--- config.mk ---
export PLATFORM = sky130hd
export DESIGN_NAME = dcer_lane
export DESIGN_NICKNAME = d
export VERILOG_FILES = /design/src/rtl/dcer_pkg.sv /design/src/rtl/dcer_lane.sv
export SDC_FILE = /design/constraint.sdc
export NUM_CORES = 1
export LEC_CHECK = 0
export BUFFER_PORTS_ARGS = -buffer_cell sky130_fd_sc_hd__buf_2
export CAP_MARGIN = 10
export CORE_MARGIN = 2
export CORE_UTILIZATION = 55
export CTS_CLUSTER_DIAMETER = 150
export CTS_CLUSTER_SIZE = 16
export DETAILED_ROUTE_END_ITERATION = 7
export PLACE_DENSITY = 0.89
export REMOVE_ABC_BUFFERS = 1
export SETUP_SLACK_MARGIN = 0.3
export SLEW_MARGIN = 20
export SYNTH_ARGS = -nofsm -noshare
export SYNTH_HDL_FRONTEND = slang
export SYNTH_SLANG_ARGS = --single-unit
--- constraint.sdc ---
create_clock -name clock -period 2.4 [get_ports clock]
set_clock_uncertainty 0.2 [all_clocks]
set_input_delay 0.24 -clock clock [delete_from_list [all_inputs] [get_ports clock]]
set_output_delay 0.24 -clock clock [all_outputs]
set_load 0.05 [all_outputs]
--- src/rtl/dcer_pkg.sv ---
// Shared constants and types for the digital change event recorder.
// No dependencies; every other file in rtl/ refers to it by scoped name.
package dcer_pkg;

   localparam int LINE_COUNT  = 64;
   localparam int SEGMENT_MAX = 32768;

   localparam int CNT_W      = $clog2(SEGMENT_MAX + 1);
   localparam int SLOT_W     = 15;
   localparam int LINE_NUM_W = 6;
   localparam int WORD_W     = 64;
   localparam int TICK_W     = 62;
   localparam int OFFSET_W   = 63;
   localparam int TIME_W     = 64;
   localparam int CHAN_W     = 7;
   localparam int CSR_IDX_W  = 8;
   localparam int CSR_DATA_W = 63;

   localparam logic [CSR_IDX_W-1:0] CSR_CHANNELS_IN_USE = 8'd0;
   localparam logic [CSR_IDX_W-1:0] CSR_TRIGGER_OFFSET  = 8'd1;

   localparam logic [CHAN_W-1:0] CHANNELS_RESET = 7'd64;

   // Strobes from the top level to every lane.
   typedef struct packed {
      logic load;
      logic seg_start;
      logic seg_end;
   } lane_ctrl_type;

   // What a lane reports for the item just loaded.
   typedef struct packed {
      logic              fire;
      logic [SLOT_W-1:0] slot;
   } lane_out_type;

endpackage

--- src/rtl/dcer_lane.sv ---
// One input line: previous level, segment event count and slot of the item.
// Depends on dcer_pkg.
module dcer_lane (
   input  logic                   clock,
   input  logic                   reset,
   input  dcer_pkg::lane_ctrl_type ctrl,
   input  logic                   in_use,
   input  logic                   level,
   output dcer_pkg::lane_out_type lane_out
);

   logic                       prev_ff;
   logic [dcer_pkg::CNT_W-1:0] count_ff, count_in;
   logic [dcer_pkg::SLOT_W-1:0] slot_ff;
   logic [dcer_pkg::CNT_W-1:0] base;
   logic                       fire;

   always_comb begin
      // Segment start clears the count before the word is examined.
      base = ctrl.seg_start ? '0 : count_ff;
      fire = in_use && (ctrl.seg_start || ctrl.seg_end || (level != prev_ff))
             && (base < dcer_pkg::CNT_W'(dcer_pkg::SEGMENT_MAX));
      count_in = fire ? base + dcer_pkg::CNT_W'(1) : base;
   end

   always_ff @(posedge clock) begin
      if (reset) begin
         prev_ff  <= 1'b0;
         count_ff <= '0;
      end else if (ctrl.load) begin
         prev_ff  <= level;
         count_ff <= count_in;
      end
   end

   always_ff @(posedge clock) begin
      if (ctrl.load) begin
         slot_ff <= dcer_pkg::SLOT_W'(base);
      end
   end

   assign lane_out.fire = fire;
   assign lane_out.slot = slot_ff;

endmodule

# After elaboration in Yosys (flattened, before gate mapping)
# Index checks and enable logic that the tools add are counted.
# totals
inputBits	7
reg_bits	32
# classes
n_mux	2
eq_ne	1
magnitude_cmp	1
add_sub_neg	1
n_reduce_logical	4
# ops
operator	n
two-way mux 16 bit	2
adder 16 x 1 -> 16 bit (second input constant)	1
< comparator 16 bit (second input constant)	1
logical AND 1 bit	2
logical OR 1 bit	2
inequality test 1 bit	1

# Depth between registers and ports, before layout
# logic_depth
ltp_word	5
ltp_mapped	8
ltp_nobuf	7

# Least setup slack after synthesis
# OpenSTA, ideal clock, no wires.
# synth_path
path_type	input to register
start	input port ctrl[1] (netlist bit)
end	register count_ff[6] (netlist bit)
arrival_time_ps	1798
n_path_buf	2
cell_stages	8
setup_ps	70
slack_ps	332
path_cell_list	clkbuf_4 clkbuf_1 nor2_1 ha_1 and3_2 o211ai_2 or4_1 a21oi_1
# synth_via
elab_cells_between_ends	8
# synth_rtl
item	line	text
start: declaration	dcer_lane.sv:6	input dcer_pkg::lane_ctrl_type ctrl,
two-way mux 16 bit (*)	dcer_lane.sv:20	base = ctrl.seg_start ? '0 : count_ff;
via base (one bit)	dcer_lane.sv:15	logic [dcer_pkg::CNT_W-1:0] base;
< comparator 16 bit	dcer_lane.sv:22	&& (base < dcer_pkg::CNT_W'(dcer_pkg::SEGMENT_MAX));
logical AND 1 bit	dcer_lane.sv:22	
two-way mux 16 bit (*)	dcer_lane.sv:23	count_in = fire ? base + dcer_pkg::CNT_W'(1) : base;
end signal: assignment	dcer_lane.sv:32	count_ff <= count_in;
end: declaration	dcer_lane.sv:13	logic [dcer_pkg::CNT_W-1:0] count_ff, count_in;
# The timed path passes the listed nets; every way through them passes the cells marked *.
# A chain may end at the register's enable or synchronous reset.

# Worst setup path in the final report
# layout_path
start	register count_ff[0] (netlist bit)
end	register count_ff[6] (netlist bit)
# layout_via
elab_chain_len	4
elab_cells_between_ends	5
# layout_lines
item	line
two-way mux 16 bit (*)	dcer_lane.sv:20
via base (one bit)	dcer_lane.sv:15
< comparator 16 bit	dcer_lane.sv:22
logical AND 1 bit	dcer_lane.sv:22
two-way mux 16 bit (*)	dcer_lane.sv:23
# Marks and branches as above.

==> out/qor.yml <==
run_status:
  status: "complete, no violations"
min_path:
  min_path_type: "input pin to register"
  whs_path_depth: 3
clocking:
  cts_made_buffers: 5
  clkSinkCount: 32
  cts_max_level: 2
  cts_tree: "done"
  clock_tree.buffer_depth: 2
  clock_latency_ns: 0.35
  cts-root-buf: "clkbuf_4"
  cts.reportedPaths.clkPinSlew_ns: 0.09
setup_path:
  endpoint_kind: "register"
  cp_cell_sequence: "inv_1, nor2_2, ha_1, and3_4, o211ai_2, or4_4, a21oi_2"
  cpLargestDelayFamily: "simple AND/OR/NAND/NOR gates"
  worst-path-buf-inv: 1
  start_kind: "register"
  worstSetupPathType: "register to register"
  cp_data_required_time_ns: 2.49
  cp.arrival_ns: 2.16
  critical-path-max-stage-delay_ns: 0.51
  cp_max_fo: 6
  r2r_setup_slack_ns: 0.33
  crit_cells: 7
  rr_worst_depth: 7
  cpMaxStageDelayCell: "or4_4"
drt:
  vias_per_cell: 6.42
  firstDrtPassIters: 4
  routed_wl_um: 3510
  drtIter0Drc: 48
  vias: 1323
  ant_nets: 0
  drc: 0
  wl_per_cell_um: 17.0
sta:
  worst_pin_slew_ns: 0.393
  hold_violations: 0
  period_needed_ns: 2.07
  relSlewSlack_pct: 73.8
  fin_crit_sh_pct: 86.4
  final-max-slew-violation-count: 0
  setup_violations: 0
  fmax_ghz: 0.482
  rsz0062_at_grt: "false"
  setup_tns_ns: 0
floorplanning:
  die_x_um: 57.2
  core_area_um2: 2710
  initial_core_util_pct: 57.4
  row_count: 19
  die_area_um2: 3270
  die_h_um: 57.2
  io_pins: 23
global_route:
  grt_max_degree: 22
  grt-ovfl-total: 0
  antenna_found_initial: 0
  grt_pass1_wl_um: 5220
  track_usage_pct: 21.7
  grt_pass1_vias: 1150
yosys:
  synth_cells: 149
  syn_area_per_cell_um2: 10.4
  yosysSeqAreaShare_pct: 50.8
  ys.flop_type: "dfxtp_1"
  ys_seq_elements: 32
  synth_warnings: 0
  synth_edf_count: 15
  synth-async-reset-ratio_pct: 0
  syn_area_um2: 1560
  ys_types: 42
flow_run:
  max_cap_violations: 0
power_and_ir_drop:
  p_int_uw: 722
  swShare_pct: 28.0
  power_frac_seq_pct: 58.7
  irDropWorstVdd_mv: 0.424
  p_per_area_nw_per_um2: 570
  p_comb_share_pct: 12.4
  clockPowerShare_pct: 28.9
  p_switching_uw: 281
  leakage_uw: 0.000671
placement:
  routabilityCongestion: 0.815
  io_buffers: 22
  dp_hpwl_um: 2280
final_layout:
  syn2layout_area_growth_pct: 13.2
  nNetsFinal: 183
  layout_common_cells: "buf_2, dfxtp_1, edfxtp_1"
  drive_gt1_share_pct: 26.3
  insertedDiodeCount: 0
  final_common_cell: "buf_2"
  final_util_pct: 65.0
[synthesized netlist by cell type, drive strengths merged, types with 2 or more instances]
master   count  area (um^2)
o211ai       4         35.0
o21ai        4         20.0
buf          5         33.8
nand2       12         47.6
nor2         5         18.8
dfxtp       17          340
a31o         3         26.3
clkbuf       2         11.3
a21o         2         15.0
and2         7         43.8
and3         6         38.8
or3          2         12.5
a2111o       2         22.5
nand4        6         37.5
a21oi       13         65.1
and4         2         17.5
o31ai        2         15.0
o21a         2         15.0
nand3        2         10.0
edfxtp      15          450
inv          6         22.5
o2111ai      4         35.0
and3b        2         17.5
nor2b       13         81.3
[stage by stage]
step	std cells	hold WS, ns	cell area (um^2)	power, uW	worst slack, ns
5_1_grt	206	0.0327	1760	1030	0.276
2_1_floorplan	141	0.109	1500	669	0.433
6_report	206	0.0137	1760	1000	0.327
3_5_place_dp	196	0.308	1660	712	0.363
3_3_place_gp	196	0.283	1660	708	0.508
4_1_cts	203	0.0264	1720	990	0.319
[layout make-up]
cell class	instances	area, um^2
clock inverter	1	5.00
multi-input combinational	103	711
timing repair buffer	27	150
inverter	6	22.5
tap	31	38.8
clock buffer	6	41.3
fill	221	950
sequential	32	792
[power by group through the flow]
stage | Sequential, uW | Clock (uW) | Combinational [uW]
2_1_floorplan | 646 | 0 | 23.8
3_3_place_gp | 599 | 0 | 109
3_5_place_dp | 601 | 0 | 112
4_1_cts | 588 | 288 | 114
5_1_grt | 591 | 308 | 131
6_report | 589 | 289 | 125
[registers in the layout, summed over array words and instances (netlist names)]
name and count:
prev_ff 1, count_ff 16, slot_ff 15
[kinds of logic (layout without fill, tap and decap cells)]
kind of cell               after synthesis  in the layout  share of synthesized area, %
and+or+nand+nor                         60             60                          23.2
buffers and inverters                   14             40                          5.07
AOI/OAI and AO/OA                       39             39                          17.9
adders and majority gates                1              1                         0.804
xor gates and xnor gates                 2              2                          1.61
DFF                                     32             32                          50.8
muxes                                    1              1                         0.644
[final timing paths]
kind,start,to
max,count_ff[0],count_ff[6]
max reg2reg,count_ff[0],count_ff[6]
min,level,prev_ff
min reg2reg,count_ff[15],count_ff[15]
[worst register-to-register path, cell delays in order (launching register included)]
cell and delay, ns:
dfxtp_1 0.38, inv_1 0.09, nor2_2 0.15, ha_1 0.17, and3_4 0.22, o211ai_2 0.15
or4_4 0.51, a21oi_2 0.13
[per-layer routing]
| layer | part of all wire (%) | global-route usage (%) | vias up |
|---|---|---|---|
| met2 | 51 | 33.5 | 76 |
| li1 | - | - | 606 |
| met5 | 0 | 0 | - |
| met1 | 37 | 24.9 | 628 |
| met4 | 3.4 | 19.3 | 0 |
| met3 | 8.3 | 5.22 | 13 |
[timing repair]
| action | CTS | global route |
|---|---|---|
| hold buffers | 0 | 0 |
| setup buffers | 0 | 3 |
| resized for setup | 1 | 6 |
| endpoints found under the setup margin | 1 | 2 |
| cloned | 0 | 0 |
| pin swaps | 1 | 1 |
Power figures use the tool's default switching activity.
