**config.mk**
```make
export PLATFORM = sky130hd
export DESIGN_NAME = dcer_merge
export DESIGN_NICKNAME = d
export VERILOG_FILES = /design/src/rtl/dcer_pkg.sv /design/src/rtl/dcer_merge.sv
export SDC_FILE = /design/constraint.sdc
export NUM_CORES = 1
export LEC_CHECK = 0
export BUFFER_PORTS_ARGS = -buffer_cell sky130_fd_sc_hd__buf_2
export CAP_MARGIN = 20
export CORE_AREA = 2 2 483 485
export CTS_CLUSTER_DIAMETER = 80
export DETAILED_ROUTE_END_ITERATION = 16
export DIE_AREA = 0 0 485 487
export GPL_TIMING_DRIVEN = 0
export PLACE_DENSITY = 0.3
export SLEW_MARGIN = 20
export SYNTH_ARGS = -nofsm -noshare
export SYNTH_HDL_FRONTEND = slang
export SYNTH_SLANG_ARGS = --single-unit
```
**constraint.sdc**
```tcl
create_clock -name clock -period 4.3 [get_ports clock]
set_input_delay 0.86 -clock clock [delete_from_list [all_inputs] [get_ports clock]]
set_output_delay 0.86 -clock clock [all_outputs]
set_load 0.005 [all_outputs]
```
**src/rtl/dcer_pkg.sv**
```systemverilog
// Shared constants and types for the digital change event recorder.
// No dependencies; every other file in rtl/ refers to it by scoped name.
package dcer_pkg;

   localparam int LINE_COUNT  = 64;
   localparam int SEGMENT_MAX = 32768;

   localparam int CNT_W      = $clog2(SEGMENT_MAX + 1);
   localparam int SLOT_W     = 15;
   localparam int LINE_NUM_W = 6;
   localparam int WORD_W     = 64;
   localparam int TICK_W     = 62;
   localparam int OFFSET_W   = 63;
   localparam int TIME_W     = 64;
   localparam int CHAN_W     = 7;
   localparam int CSR_IDX_W  = 8;
   localparam int CSR_DATA_W = 63;

   localparam logic [CSR_IDX_W-1:0] CSR_CHANNELS_IN_USE = 8'd0;
   localparam logic [CSR_IDX_W-1:0] CSR_TRIGGER_OFFSET  = 8'd1;

   localparam logic [CHAN_W-1:0] CHANNELS_RESET = 7'd64;

   // Strobes from the top level to every lane.
   typedef struct packed {
      logic load;
      logic seg_start;
      logic seg_end;
   } lane_ctrl_type;

   // What a lane reports for the item just loaded.
   typedef struct packed {
      logic              fire;
      logic [SLOT_W-1:0] slot;
   } lane_out_type;

endpackage

```
**src/rtl/dcer_merge.sv**
```systemverilog
// Merge stage: holds the fire mask of the current item and emits its events
// lowest line first into the output register. Depends on dcer_pkg.
module dcer_merge (
   input  logic                                             clock,
   input  logic                                             reset,
   input  logic                                             load,
   input  logic [dcer_pkg::LINE_COUNT-1:0]                  fire_vec,
   input  logic [dcer_pkg::LINE_COUNT-1:0][dcer_pkg::SLOT_W-1:0] slot_vec,
   input  logic [dcer_pkg::TIME_W-1:0]                      time_in,
   output logic                                             idle,
   output logic                                             rsp_valid,
   input  logic                                             rsp_ready,
   output logic [dcer_pkg::LINE_NUM_W-1:0]                  rsp_line_number,
   output logic                                             rsp_line_level,
   output logic signed [dcer_pkg::TIME_W-1:0]               rsp_event_time,
   output logic [dcer_pkg::SLOT_W-1:0]                      rsp_event_slot,
   output logic                                             rsp_last_event,
   input  logic [dcer_pkg::LINE_COUNT-1:0]                  level_vec
);

   logic [dcer_pkg::LINE_COUNT-1:0]   mask_ff, mask_in;
   logic [dcer_pkg::LINE_COUNT-1:0]   levels_ff;
   logic [dcer_pkg::TIME_W-1:0]       time_ff;
   logic                              valid_ff, valid_in;
   logic [dcer_pkg::LINE_NUM_W-1:0]   line_ff;
   logic                              level_ff;
   logic [dcer_pkg::TIME_W-1:0]       out_time_ff;
   logic [dcer_pkg::SLOT_W-1:0]       slot_ff;
   logic                              last_ff;

   logic [dcer_pkg::LINE_COUNT-1:0]   sel;
   logic [dcer_pkg::LINE_COUNT-1:0]   rest;
   logic [dcer_pkg::LINE_NUM_W-1:0]   pick_line;
   logic [dcer_pkg::SLOT_W-1:0]       pick_slot;
   logic                              pick_level;
   logic                              advance;

   always_comb begin
      // Isolate the lowest pending line, then AND-OR select its fields.
      sel        = mask_ff & (~mask_ff + dcer_pkg::LINE_COUNT'(1));
      rest       = mask_ff & ~sel;
      pick_line  = '0;
      pick_slot  = '0;
      pick_level = 1'b0;
      for (int i = 0; i < dcer_pkg::LINE_COUNT; i++) begin
         pick_line  = pick_line  | ({dcer_pkg::LINE_NUM_W{sel[i]}}
                                    & dcer_pkg::LINE_NUM_W'(i));
         pick_slot  = pick_slot  | ({dcer_pkg::SLOT_W{sel[i]}} & slot_vec[i]);
         pick_level = pick_level | (sel[i] & levels_ff[i]);
      end
      advance = (mask_ff != '0) && (!valid_ff || rsp_ready);

      if (load) begin
         mask_in = fire_vec;
      end else if (advance) begin
         mask_in = rest;
      end else begin
         mask_in = mask_ff;
      end

      if (advance) begin
         valid_in = 1'b1;
      end else if (rsp_ready) begin
         valid_in = 1'b0;
      end else begin
         valid_in = valid_ff;
      end
   end

   always_ff @(posedge clock) begin
      if (reset) begin
         mask_ff  <= '0;
         valid_ff <= 1'b0;
      end else begin
         mask_ff  <= mask_in;
         valid_ff <= valid_in;
      end
   end

   always_ff @(posedge clock) begin
      if (load) begin
         levels_ff <= level_vec;
         time_ff   <= time_in;
      end
      if (advance) begin
         line_ff     <= pick_line;
         level_ff    <= pick_level;
         out_time_ff <= time_ff;
         slot_ff     <= pick_slot;
         last_ff     <= (rest == '0);
      end
   end

   assign idle            = (mask_ff == '0);
   assign rsp_valid       = valid_ff;
   assign rsp_line_number = line_ff;
   assign rsp_line_level  = level_ff;
   assign rsp_event_time  = $signed(out_time_ff);
   assign rsp_event_slot  = slot_ff;
   assign rsp_last_event  = last_ff;

endmodule

```
; ---- After elaboration in Yosys (flattened, before gate mapping)
; Index checks and enable logic that the tools add are counted.
[op_classes]
addsub = 1
n_mux = 4
bitwise = 320
reduce_logical = 8
[ops]
columns = cell, n
row1 = 15-bit bitwise AND, 64
row2 = 15-bit bitwise OR, 63
row3 = 6-bit bitwise OR, 31
row4 = 64-bit bitwise AND, 2
row5 = 64-bit logical NOT, 2
row6 = 64-bit two-way mux, 2
row7 = 64-bit NOT, 2
row8 = 5-bit bitwise OR, 15
row9 = 64-bit by 1-bit adder with 64-bit output (second input constant), 1
row10 = 1-bit bitwise AND, 64
row11 = 64-bit nonzero test, 1
row12 = 1-bit bitwise OR, 63
row13 = 4-bit bitwise OR, 7
row14 = 3-bit bitwise OR, 3
row15 = 5-bit by 6-bit bitwise OR with 6-bit output, 1
row16 = 4-bit by 5-bit bitwise OR with 5-bit output, 1
row17 = 3-bit by 4-bit bitwise OR with 4-bit output, 1
row18 = 2-bit nonzero test, 2
row19 = 2-bit by 3-bit bitwise OR with 3-bit output, 1
row20 = 1-bit two-way mux, 2
row21 = 1-bit by 2-bit bitwise OR with 2-bit output, 1
row22 = 2-bit bitwise OR, 1
row23 = 1-bit logical AND, 1
row24 = 1-bit logical NOT, 1
row25 = 1-bit logical OR, 1
[word_totals]
regBits = 280
in_bits = 1156
out_inout_bits = 89
wordCells = 342

; ---- Logic depth before layout (Yosys ltp)
[logic_depth]
depth_word = 67
mapped_depth = 12
ltp_nobuf = 8

; ---- Least setup slack after synthesis
; OpenSTA, ideal clock, no wires.
[synth_path]
path_type = register to register
from = register mask_ff[13] (netlist name)
to = register mask_ff[19] (netlist name)
setup_ns = 0.065
arrival_time_ns = 3.167
required_time_ns = 4.235
slack_ns = 1.068
stages_incl_launch_ff = 12
path_buffers = 3
synth_period_minus_slack_ns = 3.232
path_cell_list = dfxtp_1 > buf_4 > nor4_4 > nand4_2 > or4_1 > buf_2 > o31ai_4 > inv_2 > buf_2 > a211oi_1 > a21oi_1 > nor2_1
[synth_via]
word_cells_on_any_way = 10
classes_between = 1 x add/sub / 2 x mux / 4 x bitwise / 3 x reduce/logical
[synth_rtl]
columns = element, line_no
row1 = from (decl), dcer_merge.sv:21  ; logic [dcer_pkg::LINE_COUNT-1:0] mask_ff, mask_in;
row2 = from (signal assigned), dcer_merge.sv:75  ; mask_ff <= mask_in;
row3 = 64-bit nonzero test, dcer_merge.sv:51  ; advance = (mask_ff != '0) && (!valid_ff || rsp_ready);
row4 = 1-bit logical AND, dcer_merge.sv:51
row5 = named net advance, dcer_merge.sv:36  ; logic advance;
row6 = 2-bit nonzero test (no line), n/a
; The timed path passes the listed nets, and every way through them passes these cells. The select of a mux whose other input is x is not followed.
; A chain may end at the register's enable or synchronous reset.

; ---- Worst setup path after layout
[layout_path]
from = register mask_ff[11] (netlist name)
to = register slot_ff (netlist bit rsp_event_slot[1]) (data pin)
[layout_via]
elab_chain_cells = 57
word_cells_on_any_way = 109
classes_between = 1 x add/sub / 108 x bitwise
[layout_lines]
columns = element, line_no
row1 = 64-bit NOT, dcer_merge.sv:40  ; sel = mask_ff & (~mask_ff + dcer_pkg::LINE_COUNT'(1));
row2 = 64-bit by 1-bit adder with 64-bit output, dcer_merge.sv:40
row3 = 64-bit bitwise AND (*), dcer_merge.sv:40
row4 = 15-bit bitwise AND, dcer_merge.sv:48  ; pick_slot = pick_slot | ({dcer_pkg::SLOT_W{sel[i]}} & slot_vec[i]);
row5 = 15-bit bitwise OR (52 in a row), dcer_merge.sv:48
row6 = 15-bit bitwise OR (*), dcer_merge.sv:48
row7 = "named net pick_slot, one bit", dcer_merge.sv:34  ; logic [dcer_pkg::SLOT_W-1:0] pick_slot;
row8 = to (signal assigned), dcer_merge.sv:89  ; slot_ff <= pick_slot;
row9 = to (decl), dcer_merge.sv:28  ; logic [dcer_pkg::SLOT_W-1:0] slot_ff;
; Mark *: on every way through the listed nets, which the timed path passes. The rest lies on a longest branch.

==> run metrics <==
failing checks setup timing; area leader, netlist edfxtp_1; fin util 14.3%; Core Rows 177; Num CTS Buffers 47; Total Die Area 236,000 µm²; Slew Viols, Final 0; fin crit period 4.37 ns; first-pass GRT wire length 360,000 µm; post-layout worst setup margin -0.0745 ns; worst setup path class reg2reg; TritonCTS Sinks 280; DR pass1 iterations 9; CTS tree done; sequential area share after synthesis 41.2%; worst r2r path cells 11; PwrDens 307 nW/µm²; RSZ-0062 raised after global routing yes; max frequency 229 MHz; clock input transition at the sequential cells of the worst setup and hold paths 0.05 ns; Place WS -1.68 ns; Synth cell types 86; WL final 301,000 µm; most used cell, CP buf_2; Rel. slew slack 15.8%; endpoint class of the critical path flop; Mapped Cells 2,042; root cell of the clock tree clkbuf_16; CTS max path bufs 3; syn_area_per_cell 9.23 µm²; Critical path origin mask_ff[11]$_SDFFE_PP0P_; Synth top area share 34.2%; Starting Density 8.15%; Slowest Stage Delay on Critical Path 0.55 ns; Avg WL per Cell 45.3 µm; Routed Antenna Nets 0; H-tree levels 2; worst min path class in2reg; Post-synth EDFFs 215; Static Leak 13.1 nW; Worst Clk Skew 0.0704 ns; port bufs 1,244; share of layout cells above drive strength 1 50.5%; CP max FO 10; commonest non-fill, non-tap cell in the layout buf_2; pin count of the biggest net entering global routing 72; clk_lat worst skew 0.69 ns; die height 487 µm; Post-synth ARST share 0%; Worst R2R Start mask_ff[11]$_SDFFE_PP0P_; final net count 4,617; Core Footprint 231,000 µm²; status finished, violations left; count of final setup violators 3; worst-path cell chain buf_2 -> or4_4 -> nor3_4 -> buf_2 -> and3_1 -> buf_2 -> a221o_2 -> a2111oi_4 -> nand4_1 -> nor3_2 -> nand4_1; syn_nets 3,198; period utilization 102%; #FFs+latches synth 280; layout overhead on the synthesized area 76.0%; commonest non-fill, non-tap cells in the layout buf_2, edfxtp_1, nand2_1; top_reg_cell synth edfxtp_1; Req. time, crit path 4.63 ns; GR Util All Layers 24.3%; initial antenna violation count 312; final hold violation count 0; GPL Wtd Cong 0.988; Max Cap Viol 0; DRC viols 0; critical path launch point type flop; dominant cells by area after synthesis edfxtp_1, dfxtp_1, a22oi_1, nand2_1, a222oi_1; DP Wirelength 264,000 µm; IO Pins 1,245; R2R Setup Slk -0.07 ns; total gr overflow 0; Vias 29.3k; Die X 485 µm; largest vdd supply drop 0.000285 V; number of global-route vias before repair 27.7k; worst slew pin tran 1.26 ns; Crit-path slowest cell a221o_2; vias per std cell 4.40; CP Capture Point rsp_event_slot[1]$_DFFE_PP_; Iter 0 DRT Violations 3,818; WP data arrival 4.70 ns; Mapped Area 18,900 µm²; Yosys warning count 0; RR Endpoint rsp_event_slot[1]$_DFFE_PP_
repair_timing:
action | CTS | global route
pin swaps | 36 | 10
endpoints found under the setup margin | 35 | 14
buffers inserted | 35 | 2
gates resized for setup | 152 | 21
hold buffers | 0 | 0
cloned | 0 | 0
how the worst min path moves through the flow:
stage          slack, ns                           end  cells after the start             startpoint
6_report            0.35       levels_ff[39]$_DFFE_PP_                      1          level_vec[39]
5_1_grt             0.31         time_ff[41]$_DFFE_PP_                      1            time_in[41]
4_1_cts             0.28       levels_ff[39]$_DFFE_PP_                      1          level_vec[39]
3_5_place_dp        0.40  rsp_event_time[19]$_DFFE_PP_                      0  time_ff[19]$_DFFE_PP_
3_3_place_gp        0.40  rsp_event_time[28]$_DFFE_PP_                      0  time_ff[28]$_DFFE_PP_
2_1_floorplan       0.40   rsp_event_time[0]$_DFFE_PP_                      0   time_ff[0]$_DFFE_PP_
report_power, final:
group	internal (mW)	total [mW]	leakage (nW)	switching, mW
registers	3.16	3.31	2.69	0.145
logic	0.896	2.72	9.56	1.83
clock network	2.49	4.16	0.822	1.67
synth_stat cells, drive strengths merged (56+ instances only):
library cell  instances
nand2               216
edfxtp              215
a22oi               148
nor2                131
nand3               115
clkbuf              101
nand4               101
nor4                 91
a21oi                86
buf                  67
dfxtp                65
a222oi               63
o21ai                61
a22o                 56
cell families after synthesis:
family                   count (synthesis)  share of synthesized area (%)
flip-flops                             280                           41.2
adder cells (fa/ha/maj)                  1                         0.0531
AO/OA/AOI/OAI                          656                           26.7
AND/OR/NAND/NOR                        912                           27.5
buffers and inverters                  193                           4.54
per-stage QoR:
| step | TNS (ns) | instance area (µm²) | cells | hold WS [ns] | total power [mW] |
|---|---|---|---|---|---|
| floorplan | 0 | 18900 | 2042 | 0.400 | 4.03 |
| global placement | -253.59 | 28900 | 6329 | 0.401 | 5.83 |
| detailed placement | -21.34 | 30300 | 6425 | 0.405 | 5.94 |
| CTS | -0.114 | 32900 | 6542 | 0.279 | 10.3 |
| global route | -0.0511 | 33000 | 6574 | 0.311 | 10.5 |
| finish | -0.159 | 33200 | 6647 | 0.346 | 10.2 |
state kept, by name, summed over array words and instances (netlist names):
register         count
rsp_event_slot      15
rsp_event_time      64
levels_ff           64
rsp_valid            1
rsp_line_number      6
mask_ff             64
rsp_last_event       1
time_ff             64
rsp_line_level       1
area by class of cell:
class	count	area [µm²]
clock inverter	30	388
timing repair buffer	1377	7430
antenna	105	263
tap	3043	3810
clock buffer	57	1300
sequential	280	7770
multi-input combinational	1569	11200
fill	26800	198000
inverter	25	93.8
buffer	161	917
per-layer routing:
metal  wire length, µm  global-route usage, %
met3             31500                   9.32
met1            117000                   28.6
met4             18400                   11.7
met5              1190                      0
met2            134000                   38.6
worst max-delay path, delay by kind of cell, from the launching register on:
family | cells | cell delay, ns
simple gates | 6 | 1.77
buf+inv | 3 | 0.83
flops | 1 | 0.30
compound gates | 2 | 1.07
Power figures use the tool's default switching activity.
